===== src/rtl/message_reassembly_tracker_macros.svh =====
// ----------------------------------------------------------------------------
// Message reassembly tracker assertion macros
// Concurrent check wrappers on clk with synchronous rst as disable.
// ----------------------------------------------------------------------------
`ifndef MESSAGE_REASSEMBLY_TRACKER_MACROS_SVH
`define MESSAGE_REASSEMBLY_TRACKER_MACROS_SVH

`ifndef NO_ASSERTIONS
`define MRT_ASSERT_NOW(lbl, ante, cons, msg) \
  lbl: assert property (@(posedge clk) disable iff (rst) (ante) |-> (cons)) else $error(msg);
`define MRT_ASSERT_NEXT(lbl, ante, cons, msg) \
  lbl: assert property (@(posedge clk) disable iff (rst) (ante) |=> (cons)) else $error(msg);
`else
`define MRT_ASSERT_NOW(lbl, ante, cons, msg)
`define MRT_ASSERT_NEXT(lbl, ante, cons, msg)
`endif

`endif


===== src/rtl/mrt_alu.sv =====
// ----------------------------------------------------------------------------
// mrt_alu
// Shared subtract/compare unit: a - b and a < b from one borrow chain.
// ----------------------------------------------------------------------------
module mrt_alu #(
  parameter int W = 21
) (
  input  logic [W-1:0] a,
  input  logic [W-1:0] b,
  output logic [W-1:0] diff,
  output logic         lt
);
  logic [W:0] full;

  assign full = {1'b0, a} - {1'b0, b};
  assign diff = full[W-1:0];
  assign lt   = full[W];
endmodule


===== config.mk =====
export PLATFORM = sky130hd
export DESIGN_NAME = mrt_alu
export DESIGN_NICKNAME = d
export VERILOG_FILES = /design/src/rtl/message_reassembly_tracker_macros.svh /design/src/rtl/mrt_alu.sv
export SDC_FILE = /design/constraint.sdc
export NUM_CORES = 1
export LEC_CHECK = 0
export BUFFER_PORTS_ARGS = -buffer_cell sky130_fd_sc_hd__buf_4
export CAP_MARGIN = 0
export CORE_UTILIZATION = 42
export DETAILED_ROUTE_END_ITERATION = 8
export GPL_TIMING_DRIVEN = 0
export PLACE_DENSITY = 0.92
export SYNTH_ARGS = -nofsm -noshare
export SYNTH_HDL_FRONTEND = slang
export SYNTH_SLANG_ARGS = --single-unit

===== constraint.sdc =====
create_clock -name vclk -period 2.1
set_input_delay 0.21 -clock vclk [all_inputs]
set_output_delay 0.21 -clock vclk [all_outputs]
set_load 0.01 [all_outputs]

# Yosys cells after proc, flatten, opt, wreduce, memory -nomap -nowiden
# Index checks and enable logic that the tools add are counted.
[op_classes]
n_addsub = 1
[op_table]
columns = ["operator", "n"]
rows = [
  ["21-bit by 21-bit subtractor with 22-bit output", 1],
]
[totals]
elab_cells = 1
register_bits = 0
out_inout_bits = 22

# Longest topological paths before layout
[depth]
ltp_word = 1
depth_mapped = 11
mapped_depth_nobuf = 11

# Worst setup path after synthesis
# No wires, ideal clock.
[synth_timing]
kind = "input -> output"
from = "in a[0]"
to = "out diff[20]"
required_ns = 1.890
arrival_ns = 2.006
path_stages = 11
path_slack_ns = -0.116
cell_sequence = "inv_1 > ha_1 > inv_1 > fa_1 > a21o_1 > nand4_1 > and3_2 > a2bb2oi_2 > o31ai_2 > o41ai_2 > xnor2_1"
[synth_via]
elab_chain_cells = 1
[synth_lines]
columns = ["item", "line", "source"]
rows = [
  ["start: declaration", "mrt_alu.sv:8", "input logic [W-1:0] a,"],
  ["21-bit by 21-bit subtractor with 22-bit output", "mrt_alu.sv:15", "assign full = {1'b0, a} - {1'b0, b};"],
  ["end: declaration", "mrt_alu.sv:10", "output logic [W-1:0] diff,"],
]
# No other way between the ends.

# Worst setup path after layout
# Same ends and word-level chain as after synthesis.

==> results.json <==
{
  "mostFrequentLayoutCells": "buf_4 (70), inv_1 (24), ha_1 (19), xnor2_1 (12), a21oi_1 (10)",
  "initial_core_util_pct": 44.1,
  "fmax_mhz": 413,
  "design.core.area_sq_mm": 0.00245,
  "max-slew-margin-rel_pct": 78.0,
  "grt_max_degree": 8,
  "hpwlAfterDp_mm": 2.29,
  "hp-start": "b[0]",
  "hold_end": "diff[0]",
  "status": "finished, violations left",
  "drc": 1,
  "netlist-cell-type-count": 35,
  "worstPathCellList": "buf_8, inv_12, ha_4, inv_2, fa_2, a21o_1, nand4_1, and3_4, a2bb2oi_4, o31ai_4, o41ai_2, xnor2_1, buf_4",
  "finalHoldViolations": 0,
  "p_per_area_mw_per_mm2": 370,
  "yosys.area.top_type_share_pct": 24.3,
  "seq_cell_count": 0,
  "grt_first_pass_wirelength_mm": 4.70,
  "drive_gt1_share_pct": 43.9,
  "finalCritPeriodShare_pct": 115,
  "routed-via-count": 1327,
  "cellLeakagePower_nw": 0.925,
  "critPathRequiredTime_ns": 1.89,
  "rsz0062_at_grt": "true",
  "synth_top_area_cell": "ha_1",
  "worst-path-max-fanout": 3,
  "cp_slowest_stage_delay_ns": 0.33,
  "crit_type": "in2out",
  "worst_pin_slew_ns": 0.330,
  "avgRoutedWirePerCell_um": 11.6,
  "grt_pass1_vias": 1207,
  "synth_nets": 215,
  "max_cap_viol_count": 0,
  "start_kind": "primary input",
  "rows": 18,
  "antenna_found_initial": 0,
  "nClkBuffers": 0,
  "synth_cells": 151,
  "maxSlewViolCount": 0,
  "yosysSeqAreaShare_pct": 0,
  "whs_path_depth": 4,
  "dieArea_sq_mm": 0.00278,
  "dieWidth_um": 52.8,
  "synth_area_leaders": "ha_1 (24%), xnor2_1 (9.7%), inv_1 (9.0%)",
  "instances_no_fill": 253,
  "place_congestion": 0.793,
  "track_usage_pct": 21.3,
  "holdWs_ns": 0.782,
  "syn-cell-area_sq_mm": 0.00108,
  "drt-total-wl_mm": 2.93,
  "n_antenna_cell": 0,
  "cp-end-kind": "output pin",
  "ys.warnings.count": 0,
  "drtIter0Drc": 16,
  "fin_ws_ns": -0.322,
  "die_y_um": 52.8,
  "critPathSlowestCell": "fa_2",
  "cts_hold_buf": 0,
  "drt_first_pass_iters": 6,
  "antenna_left": 0,
  "overflow": 0,
  "vdd_drop_max_v": 0.000258,
  "violations": "design-rule violations, negative setup slack",
  "worstPathArrival_ns": 2.21,
  "ff_latch_area_sq_um": 0,
  "ioPinCount": 64,
  "hold_path_class": "in2out",
  "layout_commonest_cell": "buf_4",
  "nets": 289,
  "routed_via_density": 5.25,
  "syn_avg_cell_area_sq_um": 7.17,
  "dp.cells": 245,
  "setup_viol_count_final": 11,
  "numPortBuffers": 64,
  "fillCellCount": 184,
  "setup_tns_ns": -2.02,
  "final.min_clock_period_ns": 2.42,
  "layout-area-overhead-vs-synth_pct": 66.2
}
metal layers:
metal	track usage (%)	routed length [um]
met1	26.1	1200
met2	41.1	1510
met3	0.580	167
met4	3.07	48
met5	0	0
how the worst max path moves through the flow:
stage,start,end,slack (ns),depth (start not counted)
floorplan,a[0],diff[20],-0.10,11
global placement,a[0],diff[20],-0.49,13
detailed placement,a[0],diff[20],-0.50,13
CTS,a[0],diff[20],-0.29,13
global route,a[0],diff[20],-0.43,13
finish,a[0],diff[20],-0.32,13
logic make-up after synthesis:
| group | count (synthesis) | share of synthesized area [%] |
|---|---|---|
| compound gates | 50 | 34.8 |
| xor+xnor | 18 | 14.6 |
| fa+ha+maj | 22 | 26.1 |
| simple gates | 35 | 15.5 |
| buf+inv | 26 | 9.02 |
stage by stage:
step / area [sq um] / setup WS, ns / utilization, % / power (mW)
2_1_floorplan: 1120 / -0.103 / - / 0.353
3_3_place_gp: 1640 / -0.495 / 66.6 / 0.581
3_5_place_dp: 1640 / -0.496 / 66.6 / 0.593
4_1_cts: 1740 / -0.290 / 70.8 / 0.635
5_1_grt: 1800 / -0.435 / 73.3 / 0.727
6_report: 1800 / -0.322 / 73.3 / 0.665
worst max-delay path: cells and delay by family:
| family | cells | cell delay [ns] |
|---|---|---|
| AO/OA/AOI/OAI | 4 | 0.73 |
| XOR/XNOR | 1 | 0.15 |
| AND/OR/NAND/NOR | 2 | 0.35 |
| buffers and inverters | 4 | 0.31 |
| adder cells (fa/ha/maj) | 2 | 0.45 |
Yosys cell counts (2+ instances only):
cell type / count
a21o_1: 6
a21oi_1: 14
a31oi_1: 2
ha_1: 21
inv_1: 26
nand2_1: 9
nand2b_1: 3
nand3_1: 3
nand3b_1: 2
nor2_1: 11
nor2b_1: 2
nor3_1: 2
o21a_1: 3
o21ai_0: 6
o21ai_1: 3
o21ai_2: 2
o31ai_2: 2
xnor2_1: 12
xor2_1: 6
where the power goes:
group | leakage [nW] | switching, mW | internal [mW] | total, mW
clock network | 0 | 0 | 0 | 0
registers | 0 | 0 | 0 | 0
logic | 0.925 | 0.318 | 0.348 | 0.665
final cells by class:
cell class	instances	area (sq um)	area share, %
multi-input cells	125	1100	61.1
repair buffers	72	552	30.7
inverters	26	110	6.12
well taps	30	37.5	2.09
timing repair:
item,CTS,global route
resized for setup,12,8
endpoints found under the setup margin,11,15
endpoints found under the hold margin,0,0
pin swaps,20,7
setup buffers,6,3
(Power assumes the default switching activity.)
